[src/hdl/xcfr_pkg.sv]
// Shared types and constants for the XOR-checked frame receiver.
`default_nettype none
package xcfr_pkg;

   localparam int MAX_PAYLOAD = 16;
   localparam int IDX_W = (MAX_PAYLOAD > 1) ? $clog2(MAX_PAYLOAD) : 1;
   localparam int CNT_W = $clog2(MAX_PAYLOAD + 1);
   localparam int QUEUE_DEPTH = 2;
   localparam int QPTR_W = $clog2(QUEUE_DEPTH);
   localparam int QCNT_W = $clog2(QUEUE_DEPTH + 1);

   localparam int CSR_ADDR_W = 2;
   localparam int CSR_DATA_W = 16;
   localparam logic [CSR_ADDR_W-1:0] CSR_START_BYTE    = 2'd0;
   localparam logic [CSR_ADDR_W-1:0] CSR_FRAME_LEN     = 2'd1;
   localparam logic [CSR_ADDR_W-1:0] CSR_TIMEOUT_TICKS = 2'd2;

   localparam logic [7:0]  START_BYTE_RESET    = 8'd170;
   localparam logic [4:0]  FRAME_LEN_RESET     = 5'd12;
   localparam logic [15:0] TIMEOUT_TICKS_RESET = 16'd300;

   localparam logic CMD_BYTE = 1'b0;
   localparam logic CMD_TICK = 1'b1;
   localparam logic KIND_PAYLOAD = 1'b0;
   localparam logic KIND_STATUS  = 1'b1;

   typedef enum logic [1:0] {
      PH_HUNT,
      PH_LEN,
      PH_PAYLOAD,
      PH_CHECK
   } phase_type;

   typedef enum logic [1:0] {
      BK_IDLE,
      BK_FETCH,
      BK_SHOW,
      BK_STATUS
   } back_state_type;

   // one unit of work for the emitter: a good frame or a tick status
   typedef struct packed {
      logic             is_status;
      logic             timed_out;
      logic [CNT_W-1:0] count;
   } job_type;

   typedef struct packed {
      logic full;
      logic empty;
      logic frame_held;
   } q_status_type;

endpackage
`default_nettype wire

[src/hdl/xor_checked_frame_receiver.sv]
// Top level: start/length/payload/XOR-checksum deframer with link-age status.
//
//   channel  dir  handshake              payload
//   req      in   req_tvalid/req_tready  tuser: command, tdata: data_byte
//   rsp      out  rsp_tvalid/rsp_tready  tuser: kind, tlast: last,
//                                        tdata: payload_byte, link_timed_out
//   csr      in   csr_we                 csr_addr: register index, csr_wdata
//
// A tick request is queued as a status job and answered once the response side pops it.
// A good frame of N bytes is sent one byte at a time, each through a FETCH and a SHOW state,
// from the single-port-read payload RAM; requests are held off until its last byte goes.
// A two-entry job queue lets the parser run ahead of a stalled response side.
// Synchronous active-high reset restores register defaults and hunts for start.
`default_nettype none
module xor_checked_frame_receiver (
   input  wire logic                               clock,
   input  wire logic                               reset,
   input  wire logic                               req_tvalid,
   output      logic                               req_tready,
   input  wire logic [7:0]                         req_tdata,  // [7:0] data_byte
   input  wire logic                               req_tuser,  // [0] command
   output      logic                               rsp_tvalid,
   input  wire logic                               rsp_tready,
   output      logic [15:0]                        rsp_tdata,  // [7:0] payload_byte, [8] link_timed_out
   output      logic                               rsp_tlast,
   output      logic                               rsp_tuser,  // [0] kind
   input  wire logic                               csr_we,
   input  wire logic [xcfr_pkg::CSR_ADDR_W-1:0]    csr_addr,
   input  wire logic [xcfr_pkg::CSR_DATA_W-1:0]    csr_wdata
);

   xcfr_pkg::q_status_type        q_status;
   xcfr_pkg::job_type             push_job;
   xcfr_pkg::job_type             head_job;
   logic                          push;
   logic                          pop;
   logic                          busy_frame;
   logic                          ram_wr_en;
   logic [xcfr_pkg::IDX_W-1:0]    ram_wr_addr;
   logic [7:0]                    ram_wr_data;
   logic [xcfr_pkg::IDX_W-1:0]    ram_rd_addr;
   logic [7:0]                    ram_rd_data;

   xcfr_front u_front (
      .clock           (clock),
      .reset           (reset),
      .req_tvalid      (req_tvalid),
      .req_tready      (req_tready),
      .req_tdata       (req_tdata),
      .req_tuser       (req_tuser),
      .csr_we          (csr_we),
      .csr_addr        (csr_addr),
      .csr_wdata       (csr_wdata),
      .q_status        (q_status),
      .back_busy_frame (busy_frame),
      .push            (push),
      .push_job        (push_job),
      .ram_wr_en       (ram_wr_en),
      .ram_wr_addr     (ram_wr_addr),
      .ram_wr_data     (ram_wr_data)
   );

   xcfr_ram #(
      .WIDTH (8),
      .DEPTH (xcfr_pkg::MAX_PAYLOAD)
   ) u_payload_ram (
      .clock   (clock),
      .wr_en   (ram_wr_en),
      .wr_addr (ram_wr_addr),
      .wr_data (ram_wr_data),
      .rd_addr (ram_rd_addr),
      .rd_data (ram_rd_data)
   );

   xcfr_queue u_queue (
      .clock    (clock),
      .reset    (reset),
      .push     (push),
      .push_job (push_job),
      .pop      (pop),
      .head_job (head_job),
      .status   (q_status)
   );

   xcfr_back u_back (
      .clock       (clock),
      .reset       (reset),
      .head_job    (head_job),
      .q_status    (q_status),
      .pop         (pop),
      .busy_frame  (busy_frame),
      .ram_rd_addr (ram_rd_addr),
      .ram_rd_data (ram_rd_data),
      .rsp_tvalid  (rsp_tvalid),
      .rsp_tready  (rsp_tready),
      .rsp_tdata   (rsp_tdata),
      .rsp_tlast   (rsp_tlast),
      .rsp_tuser   (rsp_tuser)
   );

endmodule
`default_nettype wire

[src/hdl/xcfr_ram.sv]
// Generic single-write, single-read RAM with registered read data.
`default_nettype none
module xcfr_ram #(
   parameter int WIDTH = 8,
   parameter int DEPTH = 16
) (
   input  wire logic                                            clock,
   input  wire logic                                            wr_en,
   input  wire logic [((DEPTH > 1) ? $clog2(DEPTH) : 1)-1:0]    wr_addr,
   input  wire logic [WIDTH-1:0]                                wr_data,
   input  wire logic [((DEPTH > 1) ? $clog2(DEPTH) : 1)-1:0]    rd_addr,
   output      logic [WIDTH-1:0]                                rd_data
);

   logic [WIDTH-1:0] mem_ff [DEPTH];

   always_ff @(posedge clock) begin
      if (wr_en) begin
         mem_ff[wr_addr] <= wr_data;
      end
      rd_data <= mem_ff[rd_addr];
   end

endmodule
`default_nettype wire

[src/hdl/xcfr_front.sv]
// Front end: config registers, frame parser, payload writes and link-age counter.
`default_nettype none
module xcfr_front (
   input  wire logic                               clock,
   input  wire logic                               reset,
   input  wire logic                               req_tvalid,
   output      logic                               req_tready,
   input  wire logic [7:0]                         req_tdata,
   input  wire logic                               req_tuser,
   input  wire logic                               csr_we,
   input  wire logic [xcfr_pkg::CSR_ADDR_W-1:0]    csr_addr,
   input  wire logic [xcfr_pkg::CSR_DATA_W-1:0]    csr_wdata,
   input  wire xcfr_pkg::q_status_type             q_status,
   input  wire logic                               back_busy_frame,
   output      logic                               push,
   output      xcfr_pkg::job_type                  push_job,
   output      logic                               ram_wr_en,
   output      logic [xcfr_pkg::IDX_W-1:0]         ram_wr_addr,
   output      logic [7:0]                         ram_wr_data
);

   logic [7:0]  start_byte_ff;
   logic [4:0]  frame_len_ff;
   logic [15:0] timeout_ff;

   xcfr_pkg::phase_type             phase_ff, phase_in;
   logic [xcfr_pkg::CNT_W-1:0]      index_ff, index_in;
   logic [7:0]                      xor_ff, xor_in;
   logic [15:0]                     ticks_ff, ticks_in;

   logic accept;
   logic len_usable;
   logic [xcfr_pkg::CNT_W-1:0] index_inc;

   always_ff @(posedge clock) begin
      if (reset) begin
         start_byte_ff <= xcfr_pkg::START_BYTE_RESET;
         frame_len_ff  <= xcfr_pkg::FRAME_LEN_RESET;
         timeout_ff    <= xcfr_pkg::TIMEOUT_TICKS_RESET;
      end else if (csr_we) begin
         case (csr_addr)
            xcfr_pkg::CSR_START_BYTE:    start_byte_ff <= csr_wdata[7:0];
            xcfr_pkg::CSR_FRAME_LEN:     frame_len_ff  <= csr_wdata[4:0];
            xcfr_pkg::CSR_TIMEOUT_TICKS: timeout_ff    <= csr_wdata[15:0];
            default: ;
         endcase
      end
   end

   always_ff @(posedge clock) begin
      if (reset) begin
         phase_ff <= xcfr_pkg::PH_HUNT;
         index_ff <= '0;
         xor_ff   <= '0;
         ticks_ff <= '0;
      end else begin
         phase_ff <= phase_in;
         index_ff <= index_in;
         xor_ff   <= xor_in;
         ticks_ff <= ticks_in;
      end
   end

   // hold off while the job queue is full, or a good frame is queued or still reads out of the payload store
   assign req_tready = !q_status.full && !q_status.frame_held && !back_busy_frame;
   assign accept     = req_tvalid && req_tready;
   assign len_usable = (frame_len_ff != 5'd0) &&
                       (32'(frame_len_ff) <= xcfr_pkg::MAX_PAYLOAD);
   assign index_inc  = index_ff + xcfr_pkg::CNT_W'(1);

   always_comb begin
      phase_in           = phase_ff;
      index_in           = index_ff;
      xor_in             = xor_ff;
      ticks_in           = ticks_ff;
      push               = 1'b0;
      push_job.is_status = 1'b0;
      push_job.timed_out = 1'b0;
      push_job.count     = index_ff;
      ram_wr_en          = 1'b0;
      ram_wr_addr        = index_ff[xcfr_pkg::IDX_W-1:0];
      ram_wr_data        = req_tdata;

      if (accept && req_tuser == xcfr_pkg::CMD_TICK) begin
         if (ticks_ff != 16'hFFFF) begin
            ticks_in = ticks_ff + 16'd1;
         end
         push               = 1'b1;
         push_job.is_status = 1'b1;
         push_job.timed_out = (ticks_in > timeout_ff);
      end else if (accept) begin
         case (phase_ff)
            xcfr_pkg::PH_HUNT: begin
               if (req_tdata == start_byte_ff) begin
                  phase_in = xcfr_pkg::PH_LEN;
               end
            end
            xcfr_pkg::PH_LEN: begin
               index_in = '0;
               xor_in   = '0;
               if (len_usable && req_tdata == {3'b000, frame_len_ff}) begin
                  phase_in = xcfr_pkg::PH_PAYLOAD;
               end else begin
                  phase_in = xcfr_pkg::PH_HUNT;
               end
            end
            xcfr_pkg::PH_PAYLOAD: begin
               if (!len_usable || 32'(index_ff) >= xcfr_pkg::MAX_PAYLOAD) begin
                  phase_in = xcfr_pkg::PH_HUNT;
               end else begin
                  ram_wr_en = 1'b1;
                  xor_in    = xor_ff ^ req_tdata;
                  index_in  = index_inc;
                  if (32'(index_inc) >= 32'(frame_len_ff)) begin
                     phase_in = xcfr_pkg::PH_CHECK;
                  end
               end
            end
            xcfr_pkg::PH_CHECK: begin
               if (len_usable && req_tdata == xor_ff &&
                   32'(index_ff) <= xcfr_pkg::MAX_PAYLOAD) begin
                  push     = 1'b1;
                  ticks_in = '0;
               end
               phase_in = xcfr_pkg::PH_HUNT;
            end
            default: phase_in = xcfr_pkg::PH_HUNT;
         endcase
      end
   end

endmodule
`default_nettype wire

[src/hdl/xcfr_queue.sv]
// Short job queue between the parser and the emitter.
`default_nettype none
module xcfr_queue (
   input  wire logic                     clock,
   input  wire logic                     reset,
   input  wire logic                     push,
   input  wire xcfr_pkg::job_type        push_job,
   input  wire logic                     pop,
   output      xcfr_pkg::job_type        head_job,
   output      xcfr_pkg::q_status_type   status
);

   xcfr_pkg::job_type                 slot_ff [xcfr_pkg::QUEUE_DEPTH];
   logic [xcfr_pkg::QPTR_W-1:0]       wr_ptr_ff, wr_ptr_in;
   logic [xcfr_pkg::QPTR_W-1:0]       rd_ptr_ff, rd_ptr_in;
   logic [xcfr_pkg::QCNT_W-1:0]       used_ff, used_in;
   logic [xcfr_pkg::QCNT_W-1:0]       frames_ff, frames_in;

   logic do_push, do_pop;

   assign status.full       = (32'(used_ff) == xcfr_pkg::QUEUE_DEPTH);
   assign status.empty      = (used_ff == '0);
   assign status.frame_held = (frames_ff != '0);
   assign head_job          = slot_ff[rd_ptr_ff];

   assign do_push = push && !status.full;
   assign do_pop  = pop && !status.empty;

   always_comb begin
      wr_ptr_in = wr_ptr_ff;
      rd_ptr_in = rd_ptr_ff;
      used_in   = used_ff;
      frames_in = frames_ff;
      if (do_push) begin
         wr_ptr_in = (32'(wr_ptr_ff) == xcfr_pkg::QUEUE_DEPTH - 1) ? '0 :
                     wr_ptr_ff + xcfr_pkg::QPTR_W'(1);
      end
      if (do_pop) begin
         rd_ptr_in = (32'(rd_ptr_ff) == xcfr_pkg::QUEUE_DEPTH - 1) ? '0 :
                     rd_ptr_ff + xcfr_pkg::QPTR_W'(1);
      end
      if (do_push && !do_pop) begin
         used_in = used_ff + xcfr_pkg::QCNT_W'(1);
      end else if (do_pop && !do_push) begin
         used_in = used_ff - xcfr_pkg::QCNT_W'(1);
      end
      // count of frame jobs held, used to protect the payload store
      if ((do_push && !push_job.is_status) && !(do_pop && !head_job.is_status)) begin
         frames_in = frames_ff + xcfr_pkg::QCNT_W'(1);
      end else if (!(do_push && !push_job.is_status) && (do_pop && !head_job.is_status)) begin
         frames_in = frames_ff - xcfr_pkg::QCNT_W'(1);
      end
   end

   always_ff @(posedge clock) begin
      if (reset) begin
         wr_ptr_ff <= '0;
         rd_ptr_ff <= '0;
         used_ff   <= '0;
         frames_ff <= '0;
      end else begin
         wr_ptr_ff <= wr_ptr_in;
         rd_ptr_ff <= rd_ptr_in;
         used_ff   <= used_in;
         frames_ff <= frames_in;
      end
   end

   always_ff @(posedge clock) begin
      if (do_push) begin
         slot_ff[wr_ptr_ff] <= push_job;
      end
   end

endmodule
`default_nettype wire

[src/hdl/xcfr_back.sv]
// Back end: emits payload bytes of good frames and tick status responses.
`default_nettype none
module xcfr_back (
   input  wire logic                         clock,
   input  wire logic                         reset,
   input  wire xcfr_pkg::job_type            head_job,
   input  wire xcfr_pkg::q_status_type       q_status,
   output      logic                         pop,
   output      logic                         busy_frame,
   output      logic [xcfr_pkg::IDX_W-1:0]   ram_rd_addr,
   input  wire logic [7:0]                   ram_rd_data,
   output      logic                         rsp_tvalid,
   input  wire logic                         rsp_tready,
   output      logic [15:0]                  rsp_tdata,
   output      logic                         rsp_tlast,
   output      logic                         rsp_tuser
);

   xcfr_pkg::back_state_type        state_ff, state_in;
   logic [xcfr_pkg::IDX_W-1:0]      ptr_ff, ptr_in;
   logic [xcfr_pkg::CNT_W-1:0]      count_ff, count_in;
   logic                            timed_ff, timed_in;

   logic last_byte;

   assign last_byte   = (xcfr_pkg::CNT_W'(ptr_ff) + xcfr_pkg::CNT_W'(1)) == count_ff;
   assign ram_rd_addr = ptr_ff;
   assign busy_frame  = (state_ff == xcfr_pkg::BK_FETCH) || (state_ff == xcfr_pkg::BK_SHOW);

   always_ff @(posedge clock) begin
      if (reset) begin
         state_ff <= xcfr_pkg::BK_IDLE;
         ptr_ff   <= '0;
         count_ff <= '0;
         timed_ff <= 1'b0;
      end else begin
         state_ff <= state_in;
         ptr_ff   <= ptr_in;
         count_ff <= count_in;
         timed_ff <= timed_in;
      end
   end

   always_comb begin
      state_in   = state_ff;
      ptr_in     = ptr_ff;
      count_in   = count_ff;
      timed_in   = timed_ff;
      pop        = 1'b0;
      rsp_tvalid = 1'b0;
      rsp_tdata  = '0;
      rsp_tlast  = 1'b0;
      rsp_tuser  = xcfr_pkg::KIND_PAYLOAD;

      case (state_ff)
         xcfr_pkg::BK_IDLE: begin
            if (!q_status.empty) begin
               pop      = 1'b1;
               ptr_in   = '0;
               count_in = head_job.count;
               timed_in = head_job.timed_out;
               state_in = head_job.is_status ? xcfr_pkg::BK_STATUS : xcfr_pkg::BK_FETCH;
            end
         end
         xcfr_pkg::BK_FETCH: begin
            // read data for ptr lands at this edge and holds while ptr holds
            state_in = xcfr_pkg::BK_SHOW;
         end
         xcfr_pkg::BK_SHOW: begin
            rsp_tvalid = 1'b1;
            rsp_tdata  = {8'h00, ram_rd_data};
            rsp_tlast  = last_byte;
            if (rsp_tready) begin
               if (last_byte) begin
                  state_in = xcfr_pkg::BK_IDLE;
               end else begin
                  ptr_in   = ptr_ff + xcfr_pkg::IDX_W'(1);
                  state_in = xcfr_pkg::BK_FETCH;
               end
            end
         end
         xcfr_pkg::BK_STATUS: begin
            rsp_tvalid = 1'b1;
            rsp_tdata  = {7'h00, timed_ff, 8'h00};
            rsp_tlast  = 1'b1;
            rsp_tuser  = xcfr_pkg::KIND_STATUS;
            if (rsp_tready) begin
               state_in = xcfr_pkg::BK_IDLE;
            end
         end
         default: state_in = xcfr_pkg::BK_IDLE;
      endcase
   end

endmodule
`default_nettype wire
[config.mk]
export PLATFORM = sky130hd
export DESIGN_NAME = xor_checked_frame_receiver
export DESIGN_NICKNAME = d
export VERILOG_FILES = /design/src/hdl/xcfr_pkg.sv /design/src/hdl/xor_checked_frame_receiver.sv /design/src/hdl/xcfr_ram.sv /design/src/hdl/xcfr_front.sv /design/src/hdl/xcfr_queue.sv /design/src/hdl/xcfr_back.sv
export SDC_FILE = /design/constraint.sdc
export NUM_CORES = 1
export LEC_CHECK = 0
export ABC_AREA = 1
export BUFFER_PORTS_ARGS = -buffer_cell sky130_fd_sc_hd__buf_4
export CORE_ASPECT_RATIO = 0.9
export CORE_MARGIN = 3
export CORE_UTILIZATION = 50
export CTS_BUF_LIST = sky130_fd_sc_hd__clkbuf_8
export CTS_CLUSTER_DIAMETER = 80
export DETAILED_ROUTE_END_ITERATION = 6
export PLACE_DENSITY = 0.82
export SLEW_MARGIN = 20
export SYNTH_ARGS = -nofsm -noshare
export SYNTH_HDL_FRONTEND = slang
export SYNTH_HIERARCHICAL = 1
export SYNTH_SLANG_ARGS = --single-unit
[constraint.sdc]
create_clock -name clock -period 2.4 [get_ports clock]
set_input_delay 0.12 -clock clock [delete_from_list [all_inputs] [get_ports clock]]
set_output_delay 0.12 -clock clock [all_outputs]
set_load 0.01 [all_outputs]
### Word-level counts from Yosys, hierarchy flattened

Memories as Yosys holds them, arrays and structs flattened. A register that Yosys moved wholly into a read port is not among the register bits.
Index checks and enable logic that the tools add are counted.
Widths: inputs -> output; s select.

| cells by class | value |
|---|---|
| add/sub/neg operators | 10 |
| multiply operators | 0 |
| divide/modulo/power cells | 0 |
| $lt $le $gt $ge | 5 |
| equal/unequal tests | 21 |
| shift-type cells | 0 |
| mux-type cells | 52 |
| bitwise gates (word level) | 3 |
| reduce and logical (&&, ||, !) cells | 52 |

Operator list:

| kind | number |
|---|---|
| $mux 16 | 6 |
| $mux 2 | 13 |
| $mux 1 | 21 |
| $pmux 9 s2 | 1 |
| $add 16x1->16 const B | 1 |
| $eq 8x8->1 | 2 |
| $gt 16x16->1 | 1 |
| $logic_and 1x1->1 | 16 |
| $ne 16x16->1 const B | 1 |
| $pmux 2 s4 | 2 |
| $pmux 8 s2 | 1 |
| $reduce_bool 2->1 | 8 |
| $eq 2x2->1 const B | 6 |
| $mux 4 | 3 |
| $reduce_and 4->1 | 3 |
| $logic_not 1->1 | 11 |
| $le 5x5->1 const B | 2 |
| $ne 2x2->1 const B | 5 |
| $pmux 5 s2 | 1 |
| $eq 8x5->1 | 1 |
| $logic_not 2->1 | 4 |
| $mux 8 | 1 |
| $pmux 4 s2 | 1 |
| $reduce_and 2->1 | 4 |
| other kinds (20) | 28 |

| word-level totals | value |
|---|---|
| register bits | 78 |
| bits in latches | 0 |
| bits in writable memories | 142 |
| memory bits (read-only) | 0 |
| bits of input ports | 32 |
| output and inout bits | 20 |
| logic and storage cells | 160 |
| memories | 2 |

Memory list:

| name | depth | bits a word | rd ports | clocked after Yosys merged registers in | write ports | line | RTL |
|---|---|---|---|---|---|---|---|
| u_payload_ram.mem_ff | 16 | 8 | 1 | 1 | 1 | xcfr_ram.sv:15 | `logic [WIDTH-1:0] mem_ff [DEPTH];` |
| u_queue.slot_ff | 2 | 7 | 1 | 1 | 1 | xcfr_queue.sv:13 | `xcfr_pkg::job_type slot_ff [xcfr_pkg::QUEUE_DEPTH];` |

### Depth between registers and ports, before layout

Gate-level depths: netlist of the first run.

| depth | value |
|---|---|
| word-level depth | 15 |
| depth in mapped cells | 19 |
| depth with buffers taken out | 18 |

### Hierarchy

Netlist of the first run, hierarchy kept.

Modules (own cells, without submodules):

| module | instances | cells each | area each (um^2) |
|---|---|---|---|
| xcfr_ram | 1 | 551 | 5770.5 |
| xcfr_front | 1 | 552 | 3742.3 |
| xcfr_queue | 1 | 94 | 890.9 |
| xcfr_back | 1 | 141 | 873.3 |

### Least setup slack after synthesis of the first run

Ideal clock, no wire load.

| timing | value |
|---|---|
| kind | reg2reg |
| start point | register u_back.state_ff[0] |
| end point | memory u_queue/slot_ff[1][0] in the netlist's numbering, enable pin |
| library setup time | 0.360 ns |
| data arrival time | 2.047 ns |
| data required time | 2.040 ns |
| path slack | -0.007 ns |
| stages on the path, launching flop included | 13 |
| clock period less this slack | 2.407 ns |
| path through | dfxtp_1 inv_1 ha_1 inv_1 nand3_1 inv_2 nand2_1 nor2_2 inv_2 buf_1 nand2_1 o21ai_2 nor2_1 |

| between the ends | value |
|---|---|
| longest elaborated chain between the ends | 10 |
| elaborated cells on any way between the ends | 12 |

RTL lines:

| what | line | RTL |
|---|---|---|
| from (decl) | xcfr_back.sv:19 | `xcfr_pkg::back_state_type state_ff, state_in;` |
| from (signal assigned) | xcfr_back.sv:32 | `state_ff <= xcfr_pkg::BK_IDLE;` |
| from (signal assigned) | xcfr_back.sv:37 | `state_ff <= state_in;` |
| $eq 2x1->1 / $eq 2x2->1 (equally long branches) | xcfr_back.sv:28 | `assign busy_frame = (state_ff == xcfr_pkg::BK_FETCH) \|\| (state_ff == xcfr_pkg::BK_SHOW);` |
| $logic_or 1x1->1 (*) | xcfr_back.sv:28 |  |
| named net busy_frame | xor_checked_frame_receiver.sv:37 | `logic busy_frame;` |
| $logic_not 1->1 (*) | xcfr_front.sv:65 | `assign req_tready = !q_status.full && !q_status.frame_held && !back_busy_frame;` |
| $logic_and 1x1->1 (*) | xcfr_front.sv:65 |  |
| named net req_tready | xor_checked_frame_receiver.sv:19 | `output logic req_tready,` |
| $logic_and 1x1->1 (*) | xcfr_front.sv:66 | `assign accept = req_tvalid && req_tready;` |
| $mux 1 / $logic_and 1x1->1 (equally long branches) | xcfr_front.sv:91, xcfr_front.sv:84 |  |
| $mux 1 (*) | xcfr_front.sv:84 | `if (accept && req_tuser == xcfr_pkg::CMD_TICK) begin` |
| named net push | xor_checked_frame_receiver.sv:35 | `logic push;` |
| $logic_and 1x1->1 (*) | xcfr_queue.sv:26 | `assign do_push = push && !status.full;` |
| $mux 1 (*) | xcfr_queue.sv:70 | `if (do_push) begin` |
| $mux 1 (implied by the code) (*) | xcfr_queue.sv:71 | `slot_ff[wr_ptr_ff] <= push_job;` |
| to (decl) | xcfr_queue.sv:13 |  |

The timed path passes the listed nets; every way through them passes the cells marked *.

==> flow_summary.toml, run 1 <==
[clock_network]
clkTransAtPathRegs_ns = 0.06
clkSinkCount = 229
cts_buffers = 39
root_buffer = "clkbuf_8"
htree_levels = 2
clock_path_buffers = 3
clkLatencyLatePin_ns = 0.54
tritoncts = "built"

[synthesis]
ys.flop_type = "edfxtp_1"
synthTopCellsByCount = "nand2_1 (341), inv_1 (201), nand3_1 (147)"
synth-simple-area-share_pct = 24.1
syn_area_per_cell_um2 = 8.43
async_reset_ff_share_pct = 0
synth_mux_area_share_pct = 0
yosysTopAreaCell = "edfxtp_1"
netlist_instances = 1338
synth_top_family_by_area = "simple AND/OR/NAND/NOR gates"
synth_area_um2 = 11300
synthTopCellsByArea = "edfxtp_1 (38%), dfxtp_1 (15%), nand2_1 (11%)"
synth_edf_count = 142
seq_area_frac_synth_pct = 53.3
synth_warnings = 6
synth_top_area_share_pct = 37.8
synth_xor_area_share_pct = 1.86
synth_compound_area_share_pct = 6.38
synthAdderAreaFrac_pct = 3.44
ys_ff_latch = 229
ys_types = 38
synth.most_common_cell = "nand2_1"

[outcome]
status = "finished with violations"
violations = "DRC"

[floorplan]
start_util_pct = 51.5
core_area_um2 = 21900
rows = 51
die_h_um = 148
ioPinCount = 52
die_w_um = 164
die-area_um2 = 24400

[cells_and_area]
antennaDiodeCount = 0
drive_gt1_share_pct = 15.3
area_delta_synth_final_pct = 17.2
layout.nets = 1512
final_util_pct = 60.4
finalInstanceArea_um2 = 13200

[timing]
fin_hold_ws_ns = 0.0327
clock_skew_ns = 0.0294
fin_crit_sh_pct = 99.6
max_freq_mhz = 418
slew_viol_final = 0
worstMarginPinSlew_ns = 0.671
setup_viol = 0
rsz0062_at_grt = "true"
slew_headroom_pct = 54.9
period_needed_ns = 2.39
final_hold_viol_count = 0
finalWorstSetupSlack_ns = 0.00905
fin_setup_tns_ns = 0

[global_routing]
first_global_vias = 8698
grt_pass1_wl_um = 42600
antenna_found_initial = 0
grt_max_degree = 38
grt_usage_pct = 21.7
grt_overflow_total = 0

[setup_path]
slowest_stage = "dfxtp_2"
crit_chain = "buf_4 -> nand3_2 -> inv_2 -> nand2_2 -> nor3_2 -> nand3_2 -> and2_1 -> ha_1 -> a21oi_1 -> o21ai_0 -> a21oi_1 -> o21a_1 -> nor2_2"
startpoint_type = "flop"
slowest_delay_ns = 0.35
critPathMaxFanout = 5
cp.arrival_ns = 2.69
crit_required_ns = 2.70
crit_path_end_kind = "flop"
critPathKind = "reg2reg"

[routing]
drc_errors = 6
wl_per_cell_um = 15.4
via_per_inst = 5.22
vias = 9240
dr.first_iter.drc_count = 1038
drtPass1Iterations = 7
wl_um = 27200
ant_nets = 0

[pwr]
max-vdd-ir-drop_uv = 509
p_per_area_nw_per_um2 = 776
p_leak_nw = 5.87

[placed_design]
hpwl_um = 17100
io_buffers = 44
place_ws_ns = -0.0828
place_congestion = 0.888
placed_area_um2 = 11900

[job]
maxCapViolCount = 0

[hold_path]
hold_class = "in2reg"
[cells in the final DEF, fill, tap and decap left out, types with 8 or more instances in the layout]
master and n:
buf_4 93, o21ai_1 13, nand3_1 140, edfxtp_1 142, clkbuf_8 44, dlygate4sd3_1 30, nand2_2 9, xor2_1 10
dfxtp_1 76, inv_1 211, xnor2_1 14, clkinv_1 8, nor2_1 107, ha_1 28, nand2_1 334, inv_2 15
o21ai_0 44, nor2_2 10, dfxtp_2 10, a21oi_1 59
[path summary, 6_finish.rpt]
check | start | endpoint | cells after the start | slack, ns
max | u_front/ticks_ff[1] | u_queue/slot_ff[1][5] | 13 | 0.009
min | req_tdata[2] | u_front/xor_ff[2] | 5 | 0.03
max reg2reg | u_front/ticks_ff[1] | u_queue/slot_ff[1][5] | 13 | 0.009
min reg2reg | u_front/timeout_ff[4] | u_front/timeout_ff[4] | 2 | 0.47
[layout make-up]
type                    count  area [um^2]
fillers                  1731         8670
flip-flops and latches    229         6020
multi-input cells         837         4230
repair buffers            126         1040
inverters                 216          813
clock buffers              44          606
well taps                 291          364
clock inverters            26          138
[flip-flops by register name (all words and copies together) (netlist names), named ones only]
| name | count |
|---|---|
| u_front/ticks_ff | 16 |
| u_front/index_ff | 5 |
| u_front/frame_len_ff | 5 |
| u_front/timeout_ff | 16 |
| u_queue/rd_ptr_ff | 1 |
| u_queue/used_ff | 2 |
| u_payload_ram/rd_data | 8 |
| u_back/state_ff | 2 |
| u_front/phase_ff | 2 |
| u_back/ram_rd_addr | 4 |
| u_back/timed_ff | 1 |
| u_back/count_ff | 5 |
| u_front/start_byte_ff | 8 |
| u_queue/wr_ptr_ff | 1 |
| u_queue/frames_ff | 2 |
| u_front/xor_ff | 8 |
| u_payload_ram/mem_ff | 128 |
| u_queue/slot_ff | 14 |
[per-layer routing]
metal	vias to the layer above	track usage (%)	share of wire [%]
met5	-	0	0
met4	0	6.05	1.5
met3	40	4.12	8.9
met2	403	35.3	48
met1	4307	29.9	41
li1	4490	-	-
[power by group]
part	switching [mW]	internal [mW]
Combinational	1.50	0.815
Clock	1.55	1.79
Sequential	0.158	4.44
[cell families (layout without fill, tap and decap cells)]
logic type / count (synthesis) / after routing
flip-flops: 229 / 229
AND/OR/NAND/NOR: 640 / 640
XOR/XNOR: 24 / 24
other: 1 / 7
adder cells (fa/ha/maj): 31 / 31
buffers and inverters: 278 / 412
AO/OA/AOI/OAI: 135 / 135
[per-stage QoR]
stage,power (mW),instances
after floorplan,6.19,1344
after global placement,6.74,1662
after detailed placement,6.83,1662
after CTS,10.2,1764
after global routing,10.8,1769
final,10.3,1769
[worst max-delay path, delay by kind of cell (launching register included)]
| family | cells | cell delay, ns |
|---|---|---|
| fa+ha+maj | 1 | 0.28 |
| compound gates | 4 | 0.64 |
| flops | 1 | 0.35 |
| simple gates | 6 | 0.65 |
| buf+inv | 2 | 0.21 |
[repair_timing]
action | 4_1_cts | 5_1_grt
pin swaps | 1 | 18
endpoints found under the hold margin | 97 | 0
gates resized for setup | 3 | 54
setup buffers | 2 | 5
hold buffers | 30 | 0
setup endpoints to repair | 2 | 137
No activity file was read; power rests on OpenSTA's default activity.
==> run 2, diff against run 1 <==
Settings changed: CORE_MARGIN 3 to 4, REMOVE_ABC_BUFFERS set to 1.
==> flow_summary.toml, run 2 (synthesis gave the netlist of run 1 again) <==
[outcome]
status = "completed"

[pwr]
p_switching_mw = 3.16
swShare_pct = 31.1
p_int_mw = 6.99
clkPwrFrac_pct = 32.6
pwr-share-seq_pct = 45.0
max-vdd-ir-drop_uv = 423
p_per_area_nw_per_um2 = 765
p_leak_nw = 5.95
pwr-share-comb_pct = 22.4

[cells_and_area]
regMostFlops = "u_payload_ram/mem_ff"
area_delta_synth_final_pct = 17.7
reg_top3 = "u_payload_ram/mem_ff (128), u_front/ticks_ff (16), u_front/timeout_ff (16)"
antennaDiodeCount = 0
largest_reg_flops = 128
finalInstanceArea_um2 = 13300
nFillCells = 1706
layout.nets = 1527
multi_input_area_um2 = 4180
final_common_cell = "nand2_1"
drive_gt1_share_pct = 15.3
layout_common_cells = "nand2_1 (335), inv_1 (216), nand3_1 (144), edfxtp_1 (142), buf_4 (109)"
final_util_pct = 60.6
seq_area_um2 = 6020

[routing]
wl_um = 26500
dr.first_iter.drc_count = 836
vias = 9088
drc_errors = 0
wl_per_cell_um = 14.9
drtPass1Iterations = 7
via_per_inst = 5.09
ant_nets = 0

[global_routing]
antenna_found_initial = 0
grt_usage_pct = 21.2
grt_max_degree = 44
first_global_vias = 8969
grt_overflow_total = 0
grt_pass1_wl_um = 43600

[setup_path]
critPathKind = "reg2reg"
r2r-start = "u_front/ticks_ff[3]"
cp.arrival_ns = 2.68
critPathTopFamily = "simple AND/OR/NAND/NOR gates"
r2r_cells = 15
startpoint_type = "flop"
r2r_end = "u_queue/slot_ff[1][5]"
slowest_stage = "dfxtp_1"
crit_path_end_kind = "flop"
crit_chain = "nand2_2 -> nor2_2 -> nand2_4 -> nor2_4 -> nand3_4 -> nand2_2 -> o21a_1 -> ha_1 -> inv_2 -> nor2_1 -> nor2_1 -> o21ai_1 -> a21oi_1 -> o21a_1 -> nor2_1"
cp.depth = 15
crit_top_cell = "nor2_1"
crit_required_ns = 2.68
cp.buffers_inverters = 1
critPathMaxFanout = 7
reg2reg_slack_ns = 0.007
slowest_delay_ns = 0.36

[timing]
period_needed_ns = 2.39
final_hold_viol_count = 0
setup_viol = 0
slew_headroom_pct = 57.6
worstMarginPinSlew_ns = 0.635
slew_viol_final = 0
fin_crit_sh_pct = 99.7
rsz0062_at_grt = "true"
max_freq_mhz = 418
clock_skew_ns = 0.0332

[hold_path]
min-delay-start = "req_tdata[1]"
hold_class = "in2reg"
holdPathEnd = "u_front/xor_ff[1]"
hold_depth = 5

[placed_design]
hpwl_um = 17000
io_buffers = 44
place_congestion = 0.853
placed_area_um2 = 12000

[floorplan]
die_w_um = 166
ioPinCount = 52
die-area_um2 = 25000
start_util_pct = 51.5
rows = 51
die_h_um = 150
core_area_um2 = 21900

[clock_network]
clkSinkCount = 229
root_buffer = "clkbuf_8"
htree_levels = 2
clkTransAtPathRegs_ns = 0.06
cts_buffers = 38
tritoncts = "built"
clock_path_buffers = 3
clkLatencyLatePin_ns = 0.55

[job]
maxCapViolCount = 0
==> run 2: stage by stage <==
stage / setup TNS [ns] / hold WS, ns / worst slack (ns) / instances / total power, mW
after floorplan: -6.38 / 0.189 / -0.326 / 1282 / 6.03
after global placement: 0 / 0.347 / 0.0287 / 1677 / 6.73
after detailed placement: -0.153 / 0.344 / -0.0767 / 1677 / 6.81
after CTS: 0 / 0.00624 / 0.000383 / 1780 / 10.1
after global routing: -0.263 / 0.0518 / -0.129 / 1785 / 10.7
final: 0 / 0.0354 / 0.00705 / 1785 / 10.1
==> run 2: power groups by stage <==
stage	registers (mW)	clock network, mW	logic (mW)
3_5_place_dp	4.64	0	2.17
2_1_floorplan	4.70	0	1.33
6_report	4.57	3.31	2.28
3_3_place_gp	4.63	0	2.10
4_1_cts	4.56	3.36	2.23
5_1_grt	4.59	3.55	2.58
==> run 2: area by class of cell <==
class	count	share of cell area (%)
inverters	216	6.13
well taps	291	2.74
flip-flops and latches	229	45.3
clock buffers	42	4.36
repair buffers	141	8.59
multi-input cells	838	31.5
clock inverters	28	1.30
==> run 2: worst max path at each step <==
| stage | slack, ns | from | endpoint |
|---|---|---|---|
| 2_1_floorplan | -0.33 | u_back/ram_rd_addr[0] | u_payload_ram/rd_data[2] |
| 3_3_place_gp | 0.03 | u_front/ticks_ff[0] | u_queue/slot_ff[0][5] |
| 3_5_place_dp | -0.08 | u_front/ticks_ff[1] | u_queue/slot_ff[1][5] |
| 4_1_cts | 0.0004 | u_front/ticks_ff[1] | u_queue/slot_ff[1][5] |
| 5_1_grt | -0.13 | u_front/ticks_ff[1] | u_queue/slot_ff[0][5] |
| 6_report | 0.007 | u_front/ticks_ff[3] | u_queue/slot_ff[1][5] |
==> run 2: timing repair <==
action | in CTS | in global routing
cloned | 1 | 0
setup endpoints to repair | 2 | 109
gates resized for setup | 7 | 34
setup buffers | 1 | 5
hold endpoints to repair | 125 | 0
pin swaps | 0 | 15
hold buffers | 31 | 0
==> run 2: worst reg2reg max path, stage by stage, from the launching register on <==
cell     delay, ns
dfxtp_1       0.36
nand2_2       0.09
nor2_2        0.16
nand2_4       0.09
nor2_4        0.17
nand3_4       0.14
nand2_2       0.11
o21a_1        0.12
ha_1          0.23
inv_2         0.06
nor2_1        0.04
nor2_1        0.13
o21ai_1       0.09
a21oi_1       0.16
o21a_1        0.15
nor2_1        0.06
==> run 2: metal layers <==
metal  track usage, %  part of all wire (%)  wire length (um)  vias up
met5                0                     0                 0        -
met4             7.28                   2.3               616        0
met3             3.33                   6.4              1700       58
met2             37.2                    49             12900      328
met1             27.0                    43             11300     4175
li1                 -                     -                 -     4527
